===== src/rtl/lr_pkg.sv =====
`timescale 1ns / 1ps

package lr_pkg;

    localparam int RATE_W = 19;
    localparam int APB_DW = 32;
    localparam int APB_AW = 3;
    localparam int SAMPLE_BITS_DEF = 16;
    localparam int FRAC_BITS_DEF = 16;
    localparam int MAX_UPSAMPLE_DEF = 16;

    localparam logic [RATE_W-1:0] OUTPUT_RATE_RESET = RATE_W'(48000);

    // Register index, taken from paddr[2].
    localparam logic REG_OUTPUT_RATE = 1'b0;

    typedef enum logic [2:0] {
        ST_IDLE,
        ST_CHECK,
        ST_DIV,
        ST_SELECT,
        ST_IV,
        ST_OUT
    } t_state;

    typedef struct packed {
        logic load;
        logic div_start;
        logic open_buf;
        logic iv_first;
        logic iv_hold;
        logic mul;
        logic emit;
        logic iv_end;
        logic finish;
    } t_cmd;

    typedef struct packed {
        logic start_buf;
        logic need_div;
        logic div_done;
        logic have_prev;
        logic last;
        logic in_iv;
        logic more_iv;
        logic out_free;
    } t_sts;

endpackage


===== src/rtl/linear_resampler.sv =====
// Flow: an accepted request passes the check, select, interval and output states
// before a result reaches the output register; the first sample of a buffer also
// waits in the divide state for the step divider when a division is needed.
// A new sample is taken only once the last one is finished; output stalls add more.
// Reset: synchronous, active low; clears the sequencer, position, history and
// output valid, and sets output_rate to 48000 with a step of one.
`timescale 1ns / 1ps

module linear_resampler
    import lr_pkg::*;
#(
    parameter int SAMPLE_BITS  = SAMPLE_BITS_DEF,
    parameter int FRAC_BITS    = FRAC_BITS_DEF,
    parameter int MAX_UPSAMPLE = MAX_UPSAMPLE_DEF
) (
    input  logic                          i_clk,
    input  logic                          i_rst_n,
    input  logic                          i_in_valid,
    output logic                          o_in_ready,
    input  logic signed [SAMPLE_BITS-1:0] i_in_sample,
    input  logic [RATE_W-1:0]             i_source_rate,
    input  logic                          i_buffer_last,
    output logic                          o_out_valid,
    input  logic                          i_out_ready,
    output logic signed [SAMPLE_BITS-1:0] o_out_sample,
    output logic                          o_run_last,
    input  logic                          psel,
    input  logic                          penable,
    input  logic                          pwrite,
    input  logic [APB_AW-1:0]             paddr,
    input  logic [APB_DW-1:0]             pwdata,
    output logic [APB_DW-1:0]             prdata,
    output logic                          pready
);

    logic [RATE_W-1:0] r_output_rate;
    t_cmd              w_cmd;
    t_sts              w_sts;

    assign pready = 1'b1;

    always_ff @(posedge i_clk) begin
        if (!i_rst_n) begin
            r_output_rate <= OUTPUT_RATE_RESET;
        end else if (psel && penable && pwrite && pready &&
                     (paddr[2] == REG_OUTPUT_RATE)) begin
            r_output_rate <= pwdata[RATE_W-1:0];
        end
    end

    always_comb begin
        if (paddr[2] == REG_OUTPUT_RATE) begin
            prdata = {{(APB_DW-RATE_W){1'b0}}, r_output_rate};
        end else begin
            prdata = '0;
        end
    end

    lr_ctrl u_ctrl (
        .i_clk      (i_clk),
        .i_rst_n    (i_rst_n),
        .i_in_valid (i_in_valid),
        .o_in_ready (o_in_ready),
        .i_sts      (w_sts),
        .o_cmd      (w_cmd)
    );

    lr_dp #(
        .SAMPLE_BITS  (SAMPLE_BITS),
        .FRAC_BITS    (FRAC_BITS),
        .MAX_UPSAMPLE (MAX_UPSAMPLE)
    ) u_dp (
        .i_clk         (i_clk),
        .i_rst_n       (i_rst_n),
        .i_cmd         (w_cmd),
        .o_sts         (w_sts),
        .i_in_sample   (i_in_sample),
        .i_source_rate (i_source_rate),
        .i_buffer_last (i_buffer_last),
        .i_output_rate (r_output_rate),
        .i_out_ready   (i_out_ready),
        .o_out_valid   (o_out_valid),
        .o_out_sample  (o_out_sample),
        .o_run_last    (o_run_last)
    );

endmodule


===== src/rtl/lr_div.sv =====
`timescale 1ns / 1ps

module lr_div
    import lr_pkg::*;
#(
    parameter int FRAC_BITS = FRAC_BITS_DEF
) (
    input  logic                          i_clk,
    input  logic                          i_rst_n,
    input  logic                          i_start,
    input  logic [RATE_W-1:0]             i_num,
    input  logic [RATE_W-1:0]             i_den,
    output logic                          o_done,
    output logic [RATE_W+FRAC_BITS-1:0]   o_quo
);

    localparam int QW = RATE_W + FRAC_BITS;
    localparam int CW = $clog2(QW + 1);

    logic          r_busy;
    logic          r_done;
    logic [CW-1:0] r_cnt;
    logic [RATE_W-1:0] r_rem;
    logic [QW-1:0] r_quo;

    logic [RATE_W:0] w_sh;
    logic [RATE_W:0] w_sub;
    logic            w_ge;

    // One quotient bit per cycle, restoring form.
    assign w_sh  = {r_rem, r_quo[QW-1]};
    assign w_ge  = (w_sh >= {1'b0, i_den});
    assign w_sub = w_sh - {1'b0, i_den};

    always_ff @(posedge i_clk) begin
        if (!i_rst_n) begin
            r_busy <= 1'b0;
            r_done <= 1'b0;
            r_cnt  <= '0;
        end else begin
            r_done <= 1'b0;
            if (i_start) begin
                r_busy <= 1'b1;
                r_cnt  <= CW'(QW);
            end else if (r_busy) begin
                r_cnt <= r_cnt - CW'(1);
                if (r_cnt == CW'(1)) begin
                    r_busy <= 1'b0;
                    r_done <= 1'b1;
                end
            end
        end
    end

    always_ff @(posedge i_clk) begin
        if (i_start) begin
            r_rem <= '0;
            r_quo <= {i_num, {FRAC_BITS{1'b0}}};
        end else if (r_busy) begin
            r_rem <= w_ge ? w_sub[RATE_W-1:0] : w_sh[RATE_W-1:0];
            r_quo <= {r_quo[QW-2:0], w_ge};
        end
    end

    assign o_done = r_done;
    assign o_quo  = r_quo;

endmodule


===== src/rtl/lr_ctrl.sv =====
`timescale 1ns / 1ps

module lr_ctrl
    import lr_pkg::*;
(
    input  logic i_clk,
    input  logic i_rst_n,
    input  logic i_in_valid,
    output logic o_in_ready,
    input  t_sts i_sts,
    output t_cmd o_cmd
);

    t_state r_state;
    t_state n_state;

    always_ff @(posedge i_clk) begin
        if (!i_rst_n) begin
            r_state <= ST_IDLE;
        end else begin
            r_state <= n_state;
        end
    end

    always_comb begin
        n_state    = r_state;
        o_cmd      = '0;
        o_in_ready = 1'b0;
        case (r_state)
            ST_IDLE: begin
                o_in_ready = 1'b1;
                if (i_in_valid) begin
                    o_cmd.load = 1'b1;
                    n_state    = ST_CHECK;
                end
            end
            ST_CHECK: begin
                if (i_sts.start_buf && i_sts.need_div) begin
                    o_cmd.div_start = 1'b1;
                    n_state         = ST_DIV;
                end else begin
                    o_cmd.open_buf = i_sts.start_buf;
                    n_state        = ST_SELECT;
                end
            end
            ST_DIV: begin
                if (i_sts.div_done) begin
                    o_cmd.open_buf = 1'b1;
                    n_state        = ST_SELECT;
                end
            end
            ST_SELECT: begin
                // A first sample without the last flag only primes the history.
                if (i_sts.have_prev) begin
                    o_cmd.iv_first = 1'b1;
                    n_state        = ST_IV;
                end else if (i_sts.last) begin
                    o_cmd.iv_hold = 1'b1;
                    n_state       = ST_IV;
                end else begin
                    o_cmd.finish = 1'b1;
                    n_state      = ST_IDLE;
                end
            end
            ST_IV: begin
                if (i_sts.in_iv) begin
                    o_cmd.mul = 1'b1;
                    n_state   = ST_OUT;
                end else begin
                    o_cmd.iv_end = 1'b1;
                    if (!i_sts.more_iv) begin
                        o_cmd.finish = 1'b1;
                        n_state      = ST_IDLE;
                    end
                end
            end
            ST_OUT: begin
                if (i_sts.out_free) begin
                    o_cmd.emit = 1'b1;
                    n_state    = ST_IV;
                end
            end
            default: begin
                n_state = ST_IDLE;
            end
        endcase
    end

endmodule


===== src/rtl/lr_dp.sv =====
`timescale 1ns / 1ps

module lr_dp
    import lr_pkg::*;
#(
    parameter int SAMPLE_BITS  = SAMPLE_BITS_DEF,
    parameter int FRAC_BITS    = FRAC_BITS_DEF,
    parameter int MAX_UPSAMPLE = MAX_UPSAMPLE_DEF
) (
    input  logic                          i_clk,
    input  logic                          i_rst_n,
    input  t_cmd                          i_cmd,
    output t_sts                          o_sts,
    input  logic signed [SAMPLE_BITS-1:0] i_in_sample,
    input  logic [RATE_W-1:0]             i_source_rate,
    input  logic                          i_buffer_last,
    input  logic [RATE_W-1:0]             i_output_rate,
    input  logic                          i_out_ready,
    output logic                          o_out_valid,
    output logic signed [SAMPLE_BITS-1:0] o_out_sample,
    output logic                          o_run_last
);

    localparam int PH_W = 8 + FRAC_BITS;
    localparam int QW   = RATE_W + FRAC_BITS;
    localparam int PW   = SAMPLE_BITS + FRAC_BITS + 2;
    localparam int DW   = PW - FRAC_BITS;
    localparam logic [PH_W-1:0] ONE      = PH_W'(1) << FRAC_BITS;
    localparam logic [PH_W-1:0] STEP_MAX = '1;
    localparam logic [PH_W-1:0] STEP_MIN =
        PH_W'((2 ** FRAC_BITS + MAX_UPSAMPLE - 1) / MAX_UPSAMPLE);
    localparam logic signed [PW-1:0] HALF = PW'(1) << (FRAC_BITS - 1);

    logic signed [SAMPLE_BITS-1:0] r_cur;
    logic signed [SAMPLE_BITS-1:0] r_prev;
    logic [RATE_W-1:0]             r_src;
    logic                          r_last;
    logic                          r_in_buffer;
    logic                          r_have_prev;
    logic                          r_second;
    logic [PH_W:0]                 r_phase;
    logic [PH_W-1:0]               r_step;
    logic signed [PW-1:0]          r_prod;
    logic signed [SAMPLE_BITS-1:0] r_base;
    logic                          r_olast;
    logic                          r_ovalid;
    logic signed [SAMPLE_BITS-1:0] r_osample;
    logic                          r_orun_last;

    logic                          w_div_done;
    logic [QW-1:0]                 w_quo;
    logic [PH_W-1:0]               w_quo_sat;
    logic [PH_W-1:0]               w_step_new;
    logic [PH_W:0]                 w_next;
    logic signed [SAMPLE_BITS-1:0] w_a;
    logic signed [SAMPLE_BITS:0]   w_diff;
    logic signed [FRAC_BITS:0]     w_frac;
    logic signed [PW-1:0]          w_prod;
    logic signed [PW-1:0]          w_round;
    logic signed [DW-1:0]          w_delta;
    logic signed [DW-1:0]          w_sum;
    logic                          w_more_iv;
    logic                          w_res_last;

    lr_div #(
        .FRAC_BITS (FRAC_BITS)
    ) u_div (
        .i_clk   (i_clk),
        .i_rst_n (i_rst_n),
        .i_start (i_cmd.div_start),
        .i_num   (r_src),
        .i_den   (i_output_rate),
        .o_done  (w_div_done),
        .o_quo   (w_quo)
    );

    // Step of a new buffer, saturated to the supported range.
    always_comb begin
        if (|w_quo[QW-1:PH_W]) begin
            w_quo_sat = STEP_MAX;
        end else begin
            w_quo_sat = w_quo[PH_W-1:0];
        end
        if (r_src == '0) begin
            w_step_new = ONE;
        end else if (i_output_rate == '0) begin
            w_step_new = STEP_MAX;
        end else if (w_quo_sat < STEP_MIN) begin
            w_step_new = STEP_MIN;
        end else begin
            w_step_new = w_quo_sat;
        end
    end

    assign w_next    = r_phase + {1'b0, r_step};
    assign w_more_iv = !r_second && r_last;
    // The result closes the item unless a later read position still lands in
    // this interval or in the flat interval that follows the final sample.
    assign w_res_last = (w_next[PH_W:FRAC_BITS] != '0) &&
                        (!w_more_iv || (w_next[PH_W:FRAC_BITS+1] != '0));

    assign w_a    = r_second ? r_cur : r_prev;
    assign w_diff = {r_cur[SAMPLE_BITS-1], r_cur} - {w_a[SAMPLE_BITS-1], w_a};
    assign w_frac = {1'b0, r_phase[FRAC_BITS-1:0]};
    assign w_prod = w_diff * w_frac;

    // Floor of the rounded product is an arithmetic shift.
    assign w_round = r_prod + HALF;
    assign w_delta = w_round[PW-1:FRAC_BITS];
    assign w_sum   = {{(DW-SAMPLE_BITS){r_base[SAMPLE_BITS-1]}}, r_base} + w_delta;

    always_ff @(posedge i_clk) begin
        if (!i_rst_n) begin
            r_in_buffer <= 1'b0;
            r_have_prev <= 1'b0;
            r_second    <= 1'b0;
            r_phase     <= '0;
            r_step      <= ONE;
            r_prev      <= '0;
            r_ovalid    <= 1'b0;
        end else begin
            if (i_cmd.open_buf) begin
                r_step      <= w_step_new;
                r_in_buffer <= 1'b1;
                r_have_prev <= 1'b0;
            end
            if (i_cmd.iv_first) begin
                r_second <= 1'b0;
            end else if (i_cmd.iv_hold || (i_cmd.iv_end && w_more_iv)) begin
                r_second <= 1'b1;
            end

            if (i_cmd.open_buf || (i_cmd.finish && r_last)) begin
                r_phase <= '0;
            end else if (i_cmd.iv_end) begin
                r_phase <= r_phase - {1'b0, ONE};
            end else if (i_cmd.emit) begin
                r_phase <= w_next;
            end

            if (i_cmd.finish) begin
                r_prev      <= r_cur;
                r_have_prev <= !r_last;
                if (r_last) begin
                    r_in_buffer <= 1'b0;
                end
            end

            if (i_cmd.emit) begin
                r_ovalid <= 1'b1;
            end else if (i_out_ready) begin
                r_ovalid <= 1'b0;
            end
        end
    end

    always_ff @(posedge i_clk) begin
        if (i_cmd.load) begin
            r_cur  <= i_in_sample;
            r_src  <= i_source_rate;
            r_last <= i_buffer_last;
        end
        if (i_cmd.mul) begin
            r_prod  <= w_prod;
            r_base  <= w_a;
            r_olast <= w_res_last;
        end
        if (i_cmd.emit) begin
            r_osample   <= w_sum[SAMPLE_BITS-1:0];
            r_orun_last <= r_olast;
        end
    end

    always_comb begin
        o_sts.start_buf = !r_in_buffer;
        o_sts.need_div  = (r_src != '0) && (i_output_rate != '0);
        o_sts.div_done  = w_div_done;
        o_sts.have_prev = r_have_prev;
        o_sts.last      = r_last;
        o_sts.in_iv     = (r_phase[PH_W:FRAC_BITS] == '0);
        o_sts.more_iv   = w_more_iv;
        o_sts.out_free  = !r_ovalid || i_out_ready;
    end

    assign o_out_valid  = r_ovalid;
    assign o_out_sample = r_osample;
    assign o_run_last   = r_orun_last;

endmodule


===== config.mk =====
export PLATFORM = sky130hd
export DESIGN_NAME = linear_resampler
export DESIGN_NICKNAME = d
export VERILOG_FILES = /design/src/rtl/lr_pkg.sv /design/src/rtl/linear_resampler.sv /design/src/rtl/lr_div.sv /design/src/rtl/lr_ctrl.sv /design/src/rtl/lr_dp.sv
export SDC_FILE = /design/constraint.sdc
export NUM_CORES = 1
export LEC_CHECK = 0
export BUFFER_PORTS_ARGS = -buffer_cell sky130_fd_sc_hd__buf_4
export CAP_MARGIN = 40
export CORE_MARGIN = 5
export CORE_UTILIZATION = 64
export DETAILED_ROUTE_END_ITERATION = 16
export GPL_ROUTABILITY_DRIVEN = 0
export PLACE_DENSITY = 0.84
export SKIP_LAST_GASP = 1
export SLEW_MARGIN = 20
export SYNTH_ARGS = -nofsm -noshare
export SYNTH_HDL_FRONTEND = slang
export SYNTH_SLANG_ARGS = --single-unit
export TNS_END_PERCENT = 10

===== constraint.sdc =====
create_clock -name i_clk -period 12.4 [get_ports i_clk]
set_clock_uncertainty 0.15 [all_clocks]
set_input_delay 1.24 -clock i_clk [delete_from_list [all_inputs] [get_ports i_clk]]
set_output_delay 1.24 -clock i_clk [all_outputs]
set_load 0.1 [all_outputs]

# ---- Word level (Yosys, flattened, before mapping)
# Cells that the tools add are included.
dict set report classes {
  addsub 7
  n_mul 1
  order_cmp 2
  n_eq_ne 10
  n_mux 55
  bitwise_logic 3
  reduce_logical 36
}
# cell count
set op_table {}
lappend op_table {{24-bit 2-to-1 mux} 4}
lappend op_table {{35-bit 2-to-1 mux} 2}
lappend op_table {{25-bit 2-to-1 mux} 2}
lappend op_table {{19-bit zero test} 2}
lappend op_table {{19-bit 2-to-1 mux} 2}
lappend op_table {{19-bit nonzero test} 2}
lappend op_table {{32-bit by 17-bit adder with 32-bit output (second input constant)} 1}
lappend op_table {{17-bit by 17-bit multiplier with 32-bit output} 1}
lappend op_table {{1-bit 2-to-1 mux} 30}
lappend op_table {{25-bit by 24-bit adder with 25-bit output} 1}
lappend op_table {{25-bit by 17-bit subtractor with 25-bit output (second input constant)} 1}
lappend op_table {{24-bit by 13-bit less-than comparator with 1-bit output (second input constant)} 1}
lappend op_table {{3-bit 2-to-1 mux} 7}
lappend op_table {{20-bit by 19-bit >= comparator with 1-bit output} 1}
lappend op_table {{19-bit subtractor} 1}
lappend op_table {{3-bit one-hot mux with 6 select lines} 1}
lappend op_table {{16-bit by 16-bit subtractor with 17-bit output} 1}
lappend op_table {{16-bit adder} 1}
lappend op_table {{16-bit 2-to-1 mux} 1}
lappend op_table {{6-bit 2-to-1 mux} 2}
lappend op_table {{11-bit OR reduction} 1}
lappend op_table {{1-bit logical AND} 9}
lappend op_table {{9-bit zero test} 1}
lappend op_table {{9-bit nonzero test} 1}
lappend op_table {{19 further kinds} 38}
dict set report totals {
  reg_bits 255
  in_bits 78
  output_inout_bits 52
  wordCells 138
}

# ---- Logic depth before layout (Yosys ltp)
dict set report logic_depth {
  word_depth 8
  ltp_mapped 36
  ltp_nobuf 33
}

# ---- Hierarchy
# Synthesis repeated with hierarchy kept, for this count alone.
dict set report unflattened {
  hier_cells 2553
  hier_area_um2 23615.1
}
# mod n_inst cells_per_inst area_per_inst_um2 seq_area_each_um2
set by_module_without_submodules {}
lappend by_module_without_submodules {lr_dp 1 2021 18723.0 3993.8}
lappend by_module_without_submodules {lr_div 1 371 3509.6 1431.4}
lappend by_module_without_submodules {linear_resampler 1 120 1087.3 380.4}
lappend by_module_without_submodules {lr_ctrl 1 41 295.3 60.1}

# ---- Least setup slack after synthesis
# OpenSTA, ideal clock, no wires.
dict set report synth_timing {
  kind {register -> register}
  startpoint {register u_dp.r_second}
  endpoint {register u_dp.r_prod[31], data pin}
  setup_time_ps 260
  arrival_ps 8502
  required_time_ps 11990
  slack_ps 3489
  stages_incl_launch_ff 36
  path_buffers 4
  synth_period_minus_slack_ps 8911
  cell_sequence {dfxtp_1 buf_1 buf_1 mux2i_1 ha_1 nor2b_1 o21a_1 o21ai_1 a21o_1 a21boi_1 o2111ai_1 a31oi_1 or3_1 clkbuf_1 buf_2 and3_1 fa_1 inv_1 fa_1 fa_1 inv_1 fa_1 fa_1 inv_1 fa_1 inv_1 ha_1 a21o_1 a21o_1 a21oi_1 o21a_1 o21ai_2 a211oi_1 o31ai_1 a21oi_1 xnor2_1}
}
dict set report synth_between {
  elab_chain_len 3
}
# item line
set synth_lines {}
lappend synth_lines {{from (decl)} lr_dp.sv:40} ;# logic r_second;
lappend synth_lines {{from (signal assigned)} lr_dp.sv:116} ;# r_second <= 1'b0;
lappend synth_lines {{from (signal assigned)} lr_dp.sv:128} ;# r_second <= 1'b0;
lappend synth_lines {{from (signal assigned)} lr_dp.sv:130} ;# r_second <= 1'b1;
lappend synth_lines {{16-bit 2-to-1 mux} lr_dp.sv:102} ;# assign w_a = r_second ? r_cur : r_prev;
lappend synth_lines {{16-bit by 16-bit subtractor with 17-bit output} lr_dp.sv:103} ;# assign w_diff = {r_cur[SAMPLE_BITS-1], r_cur} - {w_a[SAMPLE_BITS-1], w_a};
lappend synth_lines {{17-bit by 17-bit multiplier with 32-bit output} lr_dp.sv:105} ;# assign w_prod = w_diff * w_frac;
lappend synth_lines {{net u_dp.w_prod[31]} lr_dp.sv:58} ;# logic signed [PW-1:0] w_prod;
lappend synth_lines {{to (signal assigned)} lr_dp.sv:164} ;# r_prod <= w_prod;
lappend synth_lines {{to (decl)} lr_dp.sv:43} ;# logic signed [PW-1:0] r_prod;
# The timed path passes the listed nets, and every way through them passes these cells.
# A chain may end at the register's enable or synchronous reset.

# ---- Worst setup path after layout
# Same ends and word-level chain as after synthesis.

==> flow_results.org <==
** STA
- Number of setup violations in the final report :: 0
- Setup repair after global routing left no endpoint under its margin.
- At the pin with the least slew margin, the transition time is 825 ps.
- Period utilization :: 76.8%
- Timing would allow up to 105 MHz.
- Summed over all failing endpoints, the final setup total negative slack is 0 ps.
- Setup slack closes at 2880 ps.
- The hold violation count in the final report came to 0.
- Worst-case headroom to the max-slew limit :: 44.8%
- Number of max-slew violations in the final report :: 0
- Post-layout minimum cycle time :: 9520 ps

** Critical path
- Slack of the worst reg-to-reg path :: 2880 ps
- Largest driver fanout on the critical path :: 49
- For the worst setup path, the data required time is 12530 ps.
- In this run the critical register-to-register path is captured at u_dp.r_prod[31].
- The worst register-to-register path has a depth of 34.
- STA puts the critical path data arrival time at 9650 ps.
- Sort of element at the end of the critical path :: flop
- Slowest-stage cell, CP :: fa_1
- For this run, the slowest stage of the critical path takes 540 ps.
- STA classifies the critical path startpoint as a flop.
- Start of the worst register-to-register path :: u_dp.r_second
- The critical path is of the reg -> reg type.

** Synthesis
- Post-synth EDFFs :: 106
- The share of synthesized area in the top cell type comes to 21.6%.
- Part of the Yosys area used for sequential elements :: 24.1%
- Cell type with the highest aggregate area in the netlist :: fa_1
- Most repeated cell in the gate-level netlist after synthesis :: inv_1
- Async set or reset register ratio after synthesis :: 0%
- In the synthesized netlist, the number of instances is 2761.
- Post-synth top cells :: inv_1 (406), nand2_1 (296), fa_1 (263)
- Among all flip-flop cells after synthesis, the most frequent one is dfxtp_1.
- After synthesis the cells add up to 24400 sq um.
- Register bit count reported by yosys :: 240
- The synthesized netlist contains 84 unique library cells.
- Syn_area_per_cell :: 8.82 sq um
- For this run, the number of Yosys warnings is 0.
- Top cells by area, synth :: fa_1 (22%), edfxtp_1 (13%), dfxtp_1 (11%)

** Global routing
- Total congestion overflow after global routing :: 0
- Number of antenna violations at the first check in global routing :: 0
- The number of global-route vias before repair was 20586.
- The first global-routing pass estimated 101000 microns of wire.
- Global routing consumed, over all layers together, 29.4% of the routing resources.
- Largest net degree at the start of global routing :: 80

** Clock network
- Post-CTS Hold Buffers :: 0
- In this run the number of H-tree levels came out at 1.
- TritonCTS built the clock tree.
- The later pin in the worst-skew pair is clocked with a latency of 540 ps.
- CTS Sinks :: 240
- The clock passes through at most 3 buffers.
- Clock slew seen by the registers of the worst setup and hold paths :: 70 ps
- Gates resized during post-CTS repair numbered 0.
- In this run the post-CTS setup repair buffer count came out at 0.
- Number of buffers inserted during clock tree synthesis :: 24
- The tree is rooted in a clkbuf_16.

** Detailed routing
- In the routed layout, each cell is associated on average with a via count of 6.04.
- Number of nets still failing antenna checks after routing :: 0
- Wire length reported by the detailed router :: 61800 microns
- Via count :: 20056
- Average routed wire per standard cell :: 18.6 microns
- Number of violations reported at the end of detailed-routing iteration 0 :: 1529
- Total iterations of the first detailed-routing run :: 7
- # DRC :: 0

** Outcome
- The run finished with clean final reports.

** Floorplan
- Die outline width :: 205 microns
- For this configuration, the core starts out at a cell density of 64.8%.
- Row generation in the floorplan step produced 71 rows.
- Measured along the y axis, the die boundary spans 205 microns.
- Die ar. :: 42000 sq um
- During I/O placement, the number of pins put on the boundary was 130.
- Placeable core area :: 37600 sq um

** Worst hold path
- Classification of the worst-slack hold path :: reg -> reg
- In this run the most critical hold path is launched from u_dp.r_olast.
- Hold Path Depth :: 0
- Hold endpoint :: u_dp.o_run_last

** Power
- The analysis attributes to cell leakage a power of 12.4 nW.
- VDD sags by at most 0.000120 V.
- Power per standard cell area :: 126 nW/um^2
- The design draws 3.34 mW.

** Finish
- Fraction of layout instances using a drive strength above 1 :: 8.90%
- Relative area change from synthesis to final layout :: 9.05%
- NumNets Final :: 3297

** Run
- Across the run, the number of max-cap violations was 0.

** Place
- Before CTS, the worst setup slack after placement is 3110 ps.
- Port Buffer Count :: 100
- The wire-length estimate of the detail-placed layout is 45800 microns.
-- worst max-delay path: cells and delay by family, from the launching register on --
kind | cells | cell delay (ps)
buf+inv | 10 | 2000
xor+xnor | 1 | 90
mux | 1 | 290
simple gates | 3 | 360
fa+ha+maj | 8 | 3550
compound gates | 11 | 2280
flops | 1 | 530
-- cell families (layout without fill, tap and decap cells) --
kind of cell               count (synthesis)  after routing  synth area share (%)
other                                      2             15                0.0308
xor gates and xnor gates                 114            114                  4.10
buffers and inverters                    571            608                  9.29
DFF                                      240            240                  24.1
muxes                                     66             66                  2.73
and+or+nand+nor                          914            914                  18.3
AOI/OAI and AO/OA                        427            427                  11.4
adders and majority gates                427            427                  30.0
-- layer usage --
metal	wire (microns)	vias up	share of wire, %	GRT usage [%]
li1	-	9160	-	-
met4	2900	0	4.7	11.7
met5	0	-	0	0
met3	5350	216	8.7	4.97
met2	30100	931	49	50.3
met1	23500	9749	38	37.2
-- through the flow --
step	instance area, sq um	utilization, %	cells	hold WS [ps]
2_1_floorplan	24400	-	2773	250
3_3_place_gp	25400	67.7	3258	254
3_5_place_dp	25600	68.1	3270	276
4_1_cts	26400	70.3	3314	291
5_1_grt	26600	70.7	3321	302
6_report	26600	70.7	3322	291
-- power by group --
group	total [mW]	internal, mW	switching, mW
Clock	0.761	0.438	0.322
Sequential	1.09	0.988	0.107
Combinational	1.48	0.491	0.990
Total	3.34	1.92	1.42
-- worst max-delay path by stage --
stage                       start              end  slack, ps  cells past startpoint
finish              u_dp.r_second  u_dp.r_prod[31]       2880                     34
global route        u_dp.r_second  u_dp.r_prod[31]       2380                     34
global placement    u_dp.r_second  u_dp.r_prod[31]       3330                     33
detailed placement  u_dp.r_second  u_dp.r_prod[31]       3110                     34
CTS                 u_dp.r_second  u_dp.r_prod[31]       3090                     34
floorplan           u_dp.r_second  u_dp.r_prod[31]       3490                     35
-- flip-flops by register name (all words and copies together) (netlist names), 16 cells and up --
name and count:
u_dp.o_out_sample 16, u_dp.u_div.o_quo 35, u_dp.r_prod 17, u_dp.r_step 24, u_dp.r_base 16, u_dp.r_phase 25, u_dp.r_prev 16, u_dp.r_cur 16
u_dp.u_div.r_rem 19, r_output_rate 19, u_dp.r_src 19
-- layout by cell type, fill, tap and decap left out, types with 20 or more instances in the layout --
cell,Yosys,final
inv_1,406,406
nand2_1,296,296
fa_1,263,263
nor2_1,164,164
ha_1,164,164
a21oi_1,151,150
buf_4,17,138
dfxtp_1,134,133
edfxtp_1,106,106
and2_1,94,93
nand3_1,79,79
o21ai_0,76,76
xnor2_1,76,70
mux2i_1,63,63
nor3_1,48,48
nand4_1,46,46
nor2b_1,38,38
xor2_1,38,35
nor4_1,35,33
nand2b_1,33,33
and3_1,33,33
a211oi_1,30,30
clkbuf_16,0,27
a21o_1,26,26
o211ai_1,22,22
or3_1,21,21
o21a_1,21,21
a31oi_1,20,20
-- cell type report --
| cell class | count | area [sq um] |
|---|---|---|
| clock buffer | 34 | 732 |
| antenna | 1 | 2.50 |
| inverter | 407 | 1530 |
| multi-input combinational | 1962 | 16400 |
| tap | 511 | 639 |
| clock inverter | 10 | 104 |
| timing repair buffer | 157 | 1330 |
| fill | 2745 | 11000 |
| sequential | 240 | 5870 |
(Power assumes the default switching activity.)
